==> config.mk <==
export PLATFORM = sky130hd
export DESIGN_NAME = and_not_network_evaluator_core
export DESIGN_NICKNAME = d
export VERILOG_FILES = /design/src/aen_pkg.sv /design/src/and_not_network_evaluator_core.sv /design/src/aen_ram.sv /design/src/aen_seq.sv /design/src/aen_dp.sv
export SDC_FILE = /design/constraint.sdc
export NUM_CORES = 2
export LEC_CHECK = 0
export BUFFER_PORTS_ARGS = -buffer_cell sky130_fd_sc_hd__buf_2
export CAP_MARGIN = 20
export CORE_MARGIN = 8
export CORE_UTILIZATION = 35
export DETAILED_ROUTE_END_ITERATION = 12
export MAX_ROUTING_LAYER = met4
export PLACE_DENSITY_LB_ADDON = 0.2
export SYNTH_ARGS = -nofsm -noshare
export SYNTH_HDL_FRONTEND = slang
export SYNTH_SLANG_ARGS = --single-unit
==> constraint.sdc <==
create_clock -name clk -period 5.3 [get_ports clk]
set_clock_uncertainty 0.1 [all_clocks]
set_input_delay 0.53 -clock clk [delete_from_list [all_inputs] [get_ports clk]]
set_output_delay 0.53 -clock clk [all_outputs]
set_load 0.005 [all_outputs]
==> src/aen_pkg.sv <==
// aen_pkg: sizes, state and mode codes, and the control-word types of the
// and-not network evaluator. Used by every module of the block but aen_ram; depends on nothing.
`default_nettype none

package aen_pkg;

	localparam int NODES = 64;
	localparam int EDGES = 256;

	localparam int NODE_W  = 6;
	localparam int STATE_W = 2;
	localparam int MODE_W  = 2;
	localparam int CFG_W   = 7;

	localparam int EDGE_AW = (EDGES > 1) ? $clog2(EDGES) : 1;
	localparam int EDGE_CW = $clog2(EDGES + 1);

	localparam int IN_DATA_W  = 24;
	localparam int OUT_DATA_W = 8;

	localparam logic [CFG_W-1:0] NODE_COUNT_RESET = CFG_W'(64);

	localparam logic [STATE_W-1:0] ST_FALSE   = 2'd0;
	localparam logic [STATE_W-1:0] ST_TRUE    = 2'd1;
	localparam logic [STATE_W-1:0] ST_UNKNOWN = 2'd2;

	localparam logic [MODE_W-1:0] MODE_SET  = 2'd0;
	localparam logic [MODE_W-1:0] MODE_EDGE = 2'd1;
	localparam logic [MODE_W-1:0] MODE_EVAL = 2'd2;

	typedef struct packed {
		logic              neg;
		logic [NODE_W-1:0] tgt;
		logic [NODE_W-1:0] src;
	} edge_t;

	typedef enum logic [2:0] {
		SP_IDLE,
		SP_MARK,
		SP_WAIT,
		SP_NODE,
		SP_EXEC,
		SP_EMIT_RD,
		SP_EMIT,
		SP_ERR
	} step_t;

	typedef enum logic [2:0] {
		OP_NONE,
		OP_LOAD,
		OP_MARK,
		OP_LATCH,
		OP_EXEC,
		OP_EMIT_RD,
		OP_EMIT,
		OP_ERR
	} op_t;

	typedef enum logic [2:0] {
		CND_ALWAYS,
		CND_EVAL_GO,
		CND_NO_EDGES,
		CND_EDGES_LEFT,
		CND_EMIT_MORE
	} cond_t;

	typedef struct packed {
		logic  in_ready;
		op_t   op;
		cond_t cond;
		logic  err_chk;
		logic  hold_busy;
		step_t jump_t;
		step_t jump_f;
	} ctrl_t;

	typedef struct packed {
		logic eval_go;
		logic no_edges;
		logic edges_left;
		logic src_unknown;
		logic out_busy;
		logic emit_more;
	} status_t;

endpackage

`default_nettype wire

==> src/and_not_network_evaluator_core.sv <==
// and_not_network_evaluator_core: top level of the and-not network evaluator.
// Holds the node_count register; depends on aen_pkg, aen_seq, aen_dp (aen_ram inside).
//
// The block takes one input beat at a time. A node-state write (mode 0), an edge
// append (mode 1) and an ignored mode 3 are each handled in the idle step. An evaluate
// beat (mode 2) runs a short microprogram: a step to mark edge targets unknown and,
// when edges are stored, a step to fetch the newest edge, then for each stored edge the
// node-state memory read of source and target, then the write-back of the target, then
// for each reported node a read through the node-state read port and an output load
// that waits while the output side stalls. A walk that meets an unknown source ends
// at once with a single error beat. No input is taken while an evaluation runs; the
// output register lets the final beat wait while new loads arrive.
// The node_count register is written over the cfg channel, which is always ready.
`default_nettype none

module and_not_network_evaluator_core (
	input  logic                            clk,
	input  logic                            arst_n,
	// configuration: node_count[6:0]
	input  logic                            cfg_valid,
	output logic                            cfg_ready,
	input  logic [aen_pkg::CFG_W-1:0]       cfg_data,
	input  logic                            s_tvalid,
	output logic                            s_tready,
	// node_index[5:0], node_value[7:6], edge_source[13:8], edge_target[19:14],
	// edge_negated[20], zero fill[23:21]
	input  logic [aen_pkg::IN_DATA_W-1:0]   s_tdata,
	// mode[1:0]
	input  logic [aen_pkg::MODE_W-1:0]      s_tuser,
	output logic                            m_tvalid,
	input  logic                            m_tready,
	// out_node[5:0], out_value[7:6]
	output logic [aen_pkg::OUT_DATA_W-1:0]  m_tdata,
	// error[0]
	output logic                            m_tuser,
	output logic                            m_tlast
);

	import aen_pkg::*;

	logic [CFG_W-1:0]  node_count_q;
	logic [NODE_W-1:0] last_idx;
	ctrl_t             ctrl;
	status_t           st;

	assign cfg_ready = 1'b1;

	always_ff @(posedge clk or negedge arst_n) begin
		if (!arst_n) begin
			node_count_q <= NODE_COUNT_RESET;
		end else if (cfg_valid && cfg_ready) begin
			node_count_q <= cfg_data;
		end
	end

	// report at least one node and at most all of them
	always_comb begin
		if (node_count_q == '0) begin
			last_idx = '0;
		end else if (32'(node_count_q) >= NODES) begin
			last_idx = NODE_W'(NODES - 1);
		end else begin
			last_idx = NODE_W'(node_count_q - CFG_W'(1));
		end
	end

	assign s_tready = ctrl.in_ready;

	aen_seq u_seq (
		.clk    (clk),
		.arst_n (arst_n),
		.st     (st),
		.ctrl   (ctrl)
	);

	aen_dp u_dp (
		.clk      (clk),
		.arst_n   (arst_n),
		.ctrl     (ctrl),
		.st       (st),
		.last_idx (last_idx),
		.s_tvalid (s_tvalid),
		.s_tdata  (s_tdata),
		.s_tuser  (s_tuser),
		.m_tvalid (m_tvalid),
		.m_tready (m_tready),
		.m_tdata  (m_tdata),
		.m_tuser  (m_tuser),
		.m_tlast  (m_tlast)
	);

endmodule

`default_nettype wire

==> src/aen_ram.sv <==
// aen_ram: generic single-write, single-read memory with a registered read port.
// Depends on nothing.
`default_nettype none

module aen_ram #(
	parameter int WIDTH = 8,
	parameter int DEPTH = 16,
	localparam int AW = (DEPTH > 1) ? $clog2(DEPTH) : 1
) (
	input  logic             clk,
	input  logic             we,
	input  logic [AW-1:0]    waddr,
	input  logic [WIDTH-1:0] wdata,
	input  logic [AW-1:0]    raddr,
	output logic [WIDTH-1:0] rdata
);

	logic [WIDTH-1:0] mem_q [DEPTH];

	always_ff @(posedge clk) begin
		if (we) begin
			mem_q[waddr] <= wdata;
		end
		rdata <= mem_q[raddr];
	end

endmodule

`default_nettype wire

==> src/aen_seq.sv <==
// aen_seq: step counter and microcode rom of the evaluator; emits one control word
// per step and branches on datapath status. Depends on aen_pkg.
`default_nettype none

module aen_seq (
	input  logic             clk,
	input  logic             arst_n,
	input  aen_pkg::status_t st,
	output aen_pkg::ctrl_t   ctrl
);

	import aen_pkg::*;

	step_t step_q;
	step_t step_d;
	logic  cond_ok;

	function automatic ctrl_t ucode(step_t s);
		ctrl_t w;
		w = '{in_ready: 1'b0, op: OP_NONE, cond: CND_ALWAYS, err_chk: 1'b0,
			hold_busy: 1'b0, jump_t: SP_IDLE, jump_f: SP_IDLE};
		unique case (s)
			SP_IDLE: begin
				w.in_ready = 1'b1;
				w.op       = OP_LOAD;
				w.cond     = CND_EVAL_GO;
				w.jump_t   = SP_MARK;
				w.jump_f   = SP_IDLE;
			end
			SP_MARK: begin
				w.op     = OP_MARK;
				w.cond   = CND_NO_EDGES;
				w.jump_t = SP_EMIT_RD;
				w.jump_f = SP_WAIT;
			end
			// edge memory read latency
			SP_WAIT: begin
				w.jump_t = SP_NODE;
			end
			SP_NODE: begin
				w.op     = OP_LATCH;
				w.jump_t = SP_EXEC;
			end
			SP_EXEC: begin
				w.op      = OP_EXEC;
				w.err_chk = 1'b1;
				w.cond    = CND_EDGES_LEFT;
				w.jump_t  = SP_NODE;
				w.jump_f  = SP_EMIT_RD;
			end
			SP_EMIT_RD: begin
				w.op     = OP_EMIT_RD;
				w.jump_t = SP_EMIT;
			end
			SP_EMIT: begin
				w.op        = OP_EMIT;
				w.hold_busy = 1'b1;
				w.cond      = CND_EMIT_MORE;
				w.jump_t    = SP_EMIT_RD;
				w.jump_f    = SP_IDLE;
			end
			SP_ERR: begin
				w.op        = OP_ERR;
				w.hold_busy = 1'b1;
				w.jump_t    = SP_IDLE;
			end
			default: begin
				w.jump_t = SP_IDLE;
			end
		endcase
		return w;
	endfunction

	assign ctrl = ucode(step_q);

	always_comb begin
		unique case (ctrl.cond)
			CND_ALWAYS:     cond_ok = 1'b1;
			CND_EVAL_GO:    cond_ok = st.eval_go;
			CND_NO_EDGES:   cond_ok = st.no_edges;
			CND_EDGES_LEFT: cond_ok = st.edges_left;
			CND_EMIT_MORE:  cond_ok = st.emit_more;
			default:        cond_ok = 1'b1;
		endcase
	end

	always_comb begin
		if (ctrl.err_chk && st.src_unknown) begin
			step_d = SP_ERR;
		end else if (ctrl.hold_busy && st.out_busy) begin
			step_d = step_q;
		end else if (cond_ok) begin
			step_d = ctrl.jump_t;
		end else begin
			step_d = ctrl.jump_f;
		end
	end

	always_ff @(posedge clk or negedge arst_n) begin
		if (!arst_n) begin
			step_q <= SP_IDLE;
		end else begin
			step_q <= step_d;
		end
	end

	a_err_stops: assert property (@(posedge clk) disable iff (!arst_n)
		(step_q == SP_EXEC && st.src_unknown) |=> step_q == SP_ERR)
		else $error("unknown source did not stop the walk");

	a_err_returns: assert property (@(posedge clk) disable iff (!arst_n)
		(step_q == SP_ERR && !st.out_busy) |=> step_q == SP_IDLE)
		else $error("error beat did not end the run");

	a_exec_follows_latch: assert property (@(posedge clk) disable iff (!arst_n)
		step_q == SP_EXEC |-> $past(step_q) == SP_NODE)
		else $error("edge executed without a node read");

endmodule

`default_nettype wire

==> src/aen_dp.sv <==
// aen_dp: evaluator datapath: edge memory, node-state memories with valid bits,
// walk pointer, report counter and the output register. Depends on aen_pkg, aen_ram.
`default_nettype none

module aen_dp (
	input  logic                            clk,
	input  logic                            arst_n,
	input  aen_pkg::ctrl_t                  ctrl,
	output aen_pkg::status_t                st,
	input  logic [aen_pkg::NODE_W-1:0]      last_idx,
	input  logic                            s_tvalid,
	input  logic [aen_pkg::IN_DATA_W-1:0]   s_tdata,
	input  logic [aen_pkg::MODE_W-1:0]      s_tuser,
	output logic                            m_tvalid,
	input  logic                            m_tready,
	output logic [aen_pkg::OUT_DATA_W-1:0]  m_tdata,
	output logic                            m_tuser,
	output logic                            m_tlast
);

	import aen_pkg::*;

	function automatic logic in_range(logic [NODE_W-1:0] n);
		return 32'(n) < NODES;
	endfunction

	logic               accept;
	logic [NODE_W-1:0]  in_idx;
	logic [STATE_W-1:0] in_val;
	edge_t              in_edge;

	logic [EDGE_CW-1:0] edge_count_q;
	logic [EDGE_CW-1:0] ptr_q;
	logic [EDGE_CW-1:0] ptr_m1;
	logic [NODES-1:0]   tmask_q;
	logic [NODES-1:0]   valid_q;
	logic [NODE_W-1:0]  emit_idx_q;
	edge_t              edge_s1;
	edge_t              edge_rd;
	logic [$bits(edge_t)-1:0] edge_rd_raw;
	logic               edge_we;

	logic [NODE_W-1:0]  addr_a;
	logic [NODE_W-1:0]  addr_b;
	logic [STATE_W-1:0] rd_a;
	logic [STATE_W-1:0] rd_b;
	logic               va_s1;
	logic               vb_s1;
	logic [STATE_W-1:0] st_a;
	logic [STATE_W-1:0] st_b;
	logic               src_unknown;
	logic               lit;
	logic [STATE_W-1:0] new_t;

	logic               we_load;
	logic               we_exec;
	logic               node_we;
	logic [NODE_W-1:0]  node_waddr;
	logic [STATE_W-1:0] node_wdata;

	logic               busy;
	logic               load_out;
	logic               emit_last;
	logic               out_valid_q;
	logic [NODE_W-1:0]  out_node_q;
	logic [STATE_W-1:0] out_value_q;
	logic               out_err_q;
	logic               out_last_q;

	assign accept  = s_tvalid && ctrl.in_ready;
	assign in_idx  = s_tdata[5:0];
	assign in_val  = s_tdata[7:6];
	assign in_edge = '{neg: s_tdata[20], tgt: s_tdata[19:14], src: s_tdata[13:8]};

	assign edge_we = ctrl.op == OP_LOAD && accept && s_tuser == MODE_EDGE
		&& edge_count_q < EDGE_CW'(EDGES) && in_range(in_edge.src) && in_range(in_edge.tgt);

	assign ptr_m1 = ptr_q - EDGE_CW'(1);

	aen_ram #(.WIDTH($bits(edge_t)), .DEPTH(EDGES)) u_edge_ram (
		.clk   (clk),
		.we    (edge_we),
		.waddr (edge_count_q[EDGE_AW-1:0]),
		.wdata (in_edge),
		.raddr (ptr_m1[EDGE_AW-1:0]),
		.rdata (edge_rd_raw)
	);

	assign edge_rd = edge_t'(edge_rd_raw);

	// port a serves the source during the walk and the reported node while emitting
	assign addr_a = (ctrl.op == OP_EMIT_RD || ctrl.op == OP_EMIT) ? emit_idx_q : edge_rd.src;
	assign addr_b = edge_rd.tgt;

	// two copies of the node states so source and target are read together
	aen_ram #(.WIDTH(STATE_W), .DEPTH(NODES)) u_node_ram_a (
		.clk   (clk),
		.we    (node_we),
		.waddr (node_waddr),
		.wdata (node_wdata),
		.raddr (addr_a),
		.rdata (rd_a)
	);

	aen_ram #(.WIDTH(STATE_W), .DEPTH(NODES)) u_node_ram_b (
		.clk   (clk),
		.we    (node_we),
		.waddr (node_waddr),
		.wdata (node_wdata),
		.raddr (addr_b),
		.rdata (rd_b)
	);

	always_ff @(posedge clk) begin
		va_s1 <= valid_q[addr_a];
		vb_s1 <= valid_q[addr_b];
		if (ctrl.op == OP_LATCH) begin
			edge_s1 <= edge_rd;
		end
	end

	// an entry without its valid bit reads as unknown
	assign st_a = va_s1 ? rd_a : ST_UNKNOWN;
	assign st_b = vb_s1 ? rd_b : ST_UNKNOWN;

	assign src_unknown = st_a == ST_UNKNOWN;
	assign lit   = edge_s1.neg ? (st_a == ST_FALSE) : (st_a != ST_FALSE);
	assign new_t = (st_b != ST_FALSE && lit) ? ST_TRUE : ST_FALSE;

	assign we_load = ctrl.op == OP_LOAD && accept && s_tuser == MODE_SET && in_range(in_idx);
	assign we_exec = ctrl.op == OP_EXEC && !src_unknown;
	assign node_we = we_load || we_exec;
	assign node_waddr = we_exec ? edge_s1.tgt : in_idx;
	assign node_wdata = we_exec ? new_t : ((in_val > ST_UNKNOWN) ? ST_UNKNOWN : in_val);

	assign busy      = out_valid_q && !m_tready;
	assign load_out  = (ctrl.op == OP_EMIT || ctrl.op == OP_ERR) && !busy;
	assign emit_last = emit_idx_q == last_idx;

	always_ff @(posedge clk or negedge arst_n) begin
		if (!arst_n) begin
			edge_count_q <= '0;
			tmask_q      <= '0;
			valid_q      <= '0;
			ptr_q        <= '0;
			emit_idx_q   <= '0;
			out_valid_q  <= 1'b0;
		end else begin
			if (edge_we) begin
				edge_count_q        <= edge_count_q + EDGE_CW'(1);
				tmask_q[in_edge.tgt] <= 1'b1;
			end
			if (ctrl.op == OP_MARK) begin
				valid_q <= valid_q & ~tmask_q;
			end else if (node_we) begin
				valid_q[node_waddr] <= 1'b1;
			end
			if (ctrl.op == OP_MARK) begin
				ptr_q      <= edge_count_q;
				emit_idx_q <= '0;
			end else if (ctrl.op == OP_LATCH) begin
				ptr_q <= ptr_m1;
			end
			if (ctrl.op == OP_EMIT && load_out && !emit_last) begin
				emit_idx_q <= emit_idx_q + NODE_W'(1);
			end
			if (load_out) begin
				out_valid_q <= 1'b1;
			end else if (m_tready) begin
				out_valid_q <= 1'b0;
			end
		end
	end

	always_ff @(posedge clk) begin
		if (load_out) begin
			if (ctrl.op == OP_ERR) begin
				out_node_q  <= edge_s1.src;
				out_value_q <= ST_UNKNOWN;
				out_err_q   <= 1'b1;
				out_last_q  <= 1'b1;
			end else begin
				out_node_q  <= emit_idx_q;
				out_value_q <= st_a;
				out_err_q   <= 1'b0;
				out_last_q  <= emit_last;
			end
		end
	end

	assign st = '{eval_go: accept && s_tuser == MODE_EVAL,
		no_edges: edge_count_q == '0,
		edges_left: ptr_q != '0,
		src_unknown: src_unknown,
		out_busy: busy,
		emit_more: !emit_last};

	assign m_tvalid = out_valid_q;
	assign m_tdata  = {out_value_q, out_node_q};
	assign m_tuser  = out_err_q;
	assign m_tlast  = out_last_q;

	a_ptr_bound: assert property (@(posedge clk) disable iff (!arst_n)
		ptr_q <= edge_count_q)
		else $error("walk pointer beyond stored edges");

	a_err_beat: assert property (@(posedge clk) disable iff (!arst_n)
		(load_out && ctrl.op == OP_ERR) |=> m_tvalid && m_tuser && m_tlast)
		else $error("error beat not marked last");

	a_no_load_busy: assert property (@(posedge clk) disable iff (!arst_n)
		busy |=> $stable(m_tdata) && $stable(m_tlast))
		else $error("output register overwritten while stalled");

endmodule

`default_nettype wire
==> metrics <==
startpoint types register; Fin. Hold Viols 0; number of global-route vias before repair ~76,000; Hold Path Class input port to asynchronous set/reset pin; syn nets between 7,000 and 8,000; layout cells sized above 1 about a quarter; routed vias around 75,000; die width 659 um; logic gate share of total power 35.7%; Pwr Total 93.6 mW; Final setup viols 1; nature of the critical path endpoint register; Worst EP required approximately 6 ns; Final WS setup -0.0107 ns; Die Y 659 um; pre-CTS setup slack roughly 0.19 ns; total clock sinks approximately 3,700; Sw Share 34.2%; largest net degree at the start of global routing roughly 150; Synth Cell Area between 100,000 and 150,000 um2; cell type with the highest aggregate area in the netlist edfxtp_1; Worst-path clk slew roughly 0.060 ns; Psw 32.0 mW; status complete, but fails checks; IO Pins 51; initial core utilization around a third; Nets about 8,000; core area between 400,000 and 500,000 um2; CTS tree built; sequential share of the synthesized area around three quarters; Final Cell Area roughly 170,000 um2; Final ANT Viol Nets 0; failing checks setup timing; placed inst area roughly 160,000 um2; clock latency on the worst-skew pair 0.96 ns; crit path max fanout 28; Non-Filler Instances ~14,000; Post-synth top flop edfxtp_1; port bufs 46; post-route minimum period 5.31 ns; syn_area_per_cell roughly 20 um2; Total GRT Usage a little under a fifth; Static Leak approximately 54 nW; max_cap viols 0; internal power 61.5 mW; Fillers 36,674; R2R Setup Slk -0.01 ns; fin. max-slew vios 0; WL final between 400,000 and 500,000 um; maximum VDD drop just under 0.7 mV; Fmax about 0.19 GHz; Distinct cells, synth 70; CTS root buf clkbuf_16; Critical Path AT between 6 and 7 ns; die area between 400,000 and 500,000 um2; vias per cell 5.42; #FFs+latches synth roughly 3,700; GPL Wtd Cong between 0.8 and 0.9; CP Class register to register; setup TNS -0.0107 ns; Worst Max-Slew Pin Slew approximately 1.3 ns; r2r worst-path depth 10; FF+latch area around 110,000 um2; Synth Instances ~7,400; Yosys top cell area share between 70% and 80%; DR WL/cell roughly 29 um; Post-synth EDFFs 3,479; Post-CTS Setup Bufs 0; RSZ-0062 raised after global routing no; Initial DRC Count roughly 8,000; row count 236; post-DP HPWL ~240,000 um; Syn. warnings 0; CTS Buf Count between 300 and 400; largest cells by area after synthesis edfxtp_1 (72%), mux4_2 (14%), dfrtp_1 (2.8%), mux2i_1 (1.8%), nand2_1 (1.5%); Pre-Repair DR Iteration Count 7; clock network fraction of design power 29.0%; Layout area overhead 16.2%; # placed instances about 13,000; first-pass GRT wire length 569,000 um; DRC Markers 0; Max H-tree Level 5; total gr overflow 0; Clock Tree Buf Depth 4; share of async-settable or async-resettable flops after synthesis between 4 and 5%; sequential share of power 35.3%; worst rel slew slack around 16%; Final period util 100%; initial antenna violation count 20; multi-input logic area about 34,000 um2; Pwr Density around 560 nW/um2
-- Yosys cell counts (4+ instances only) --
library cell	number
inv_1	15
a21oi_1	262
or4_1	58
dfrtp_1	162
nand3_1	129
o221ai_1	4
nand2b_1	88
xnor2_1	12
buf_4	10
nor2_1	366
o32ai_1	4
a22oi_1	19
nor4_1	73
o21ai_0	62
clkbuf_1	275
mux2i_1	255
buf_2	120
a2bb2oi_1	57
nand2_1	570
nor3b_1	10
a211oi_1	40
or3_1	5
edfxtp_1	3479
and3_1	16
o22ai_1	114
a311oi_1	16
nand4_1	6
buf_1	43
o211ai_1	5
o21bai_1	37
ha_1	9
mux2_2	15
o32a_1	4
a21o_1	44
o31ai_1	5
dfxtp_1	19
nor2b_1	10
mux4_2	895
nor3_1	19
nand3b_1	8
xor2_1	8
-- layout by cell type, fill, tap and decap left out, types with 15 or more instances in the layout --
cell type,instances
a211oi_1,40
a21o_1,44
a21oi_1,260
a22oi_1,18
a2bb2oi_1,57
a311oi_1,16
and3_1,16
buf_12,53
buf_2,34
buf_4,495
buf_8,15
bufinv_16,39
clkbuf_1,79
clkbuf_16,401
clkinv_1,87
clkinv_2,68
clkinvlp_4,16
dfrtp_1,159
dfxtp_1,17
dlygate4sd3_1,29
edfxtp_1,3479
inv_1,15
mux2_2,15
mux2i_1,255
mux4_2,895
nand2_1,565
nand2b_1,87
nand3_1,126
nor2_1,362
nor3_1,15
nor4_1,73
o21ai_0,62
o21bai_1,36
o22ai_1,114
or4_1,58
-- kinds of logic after synthesis --
logic type,synth area share (%)
and+or+nand+nor,4.28
other,0.00259
DFF,75.3
muxes,15.8
buffers and inverters,1.35
xor gates and xnor gates,0.132
AOI/OAI and AO/OA,3.03
adders and majority gates,0.0779
-- state kept, by name, summed over array words and instances (netlist names), 3 cells and up --
| name | count |
|---|---|
| u_dp.u_edge_ram.mem_q | 3328 |
| u_dp.u_node_ram_a.mem_q | 128 |
| u_dp.tmask_q | 64 |
| u_dp.valid_q | 64 |
| u_dp.edge_s1 | 13 |
| u_dp.u_edge_ram.rdata | 13 |
| u_dp.edge_count_q | 9 |
| u_dp.ptr_q | 9 |
| node_count_q | 7 |
| u_dp.emit_idx_q | 6 |
| u_dp.out_node_q | 6 |
| u_seq.step_q | 3 |
-- path summary, 6_finish.rpt --
path / end / from
worst max-delay path: u_dp.u_edge_ram.rdata[5] / u_dp.ptr_q[0]
worst min-delay path: u_dp.tmask_q[31] / arst_n
worst max register to register: u_dp.u_edge_ram.rdata[5] / u_dp.ptr_q[0]
worst min register to register: u_dp.valid_q[50] / u_dp.tmask_q[50]
max in group asynchronous: node_count_q[6] / arst_n
min in group clk: u_dp.u_edge_ram.mem_q[219][2] / s_tdata[10]
-- critical path: stages, from the launching register on --
cell,delay [ns]
dfrtp_4,0.60
inv_1,0.17
ha_1,0.55
xor2_4,0.78
buf_12,0.33
mux2i_1,0.36
o22ai_1,0.20
or4_1,0.60
nor4_1,1.08
buf_4,0.25
nor4_1,0.05
-- power groups by stage --
| stage | Clock (mW) | Sequential [mW] | Combinational [mW] |
|---|---|---|---|
| after CTS | 27.7 | 33.0 | 33.9 |
| after detailed placement | 0 | 33.6 | 33.8 |
| final | 27.1 | 33.0 | 33.4 |
| after global routing | 28.8 | 33.1 | 35.4 |
| after global placement | 0 | 33.6 | 33.7 |
| after floorplan | 0 | 33.0 | 21.4 |
-- through the flow --
| stage | util [%] | hold WS, ns |
|---|---|---|
| 2_1_floorplan | - | 0.134 |
| 3_3_place_gp | 37.6 | 0.329 |
| 3_5_place_dp | 37.6 | 0.329 |
| 4_1_cts | 40.8 | 0.0300 |
| 5_1_grt | 40.8 | 0.0464 |
| 6_report | 40.8 | 0.111 |
-- what timing repair did --
item,CTS,global route
endpoints found under the hold margin,423,0
resized for setup,0,0
hold buffers,29,0
-- layout make-up --
cell class                      instances  share of cell area, %
Inverter                               15                 0.0335
Clock inverter                        228                   1.34
Antenna cell                           13                 0.0194
Timing Repair Buffer                  627                   3.26
Sequential cell                      3661                   64.8
Tap cell                             5474                   4.08
Clock buffer                          488                   6.21
Multi-Input combinational cell       3265                   20.2
-- routing by layer --
layer	vias to the layer above	part of all wire, %	GRT usage, %
li1	31392	-	-
met1	39977	43	25.8
met2	2670	47	28.5
met3	581	6.5	2.74
met4	0	3.1	5.29
met5	-	0	-
Power figures use the tool's default switching activity.
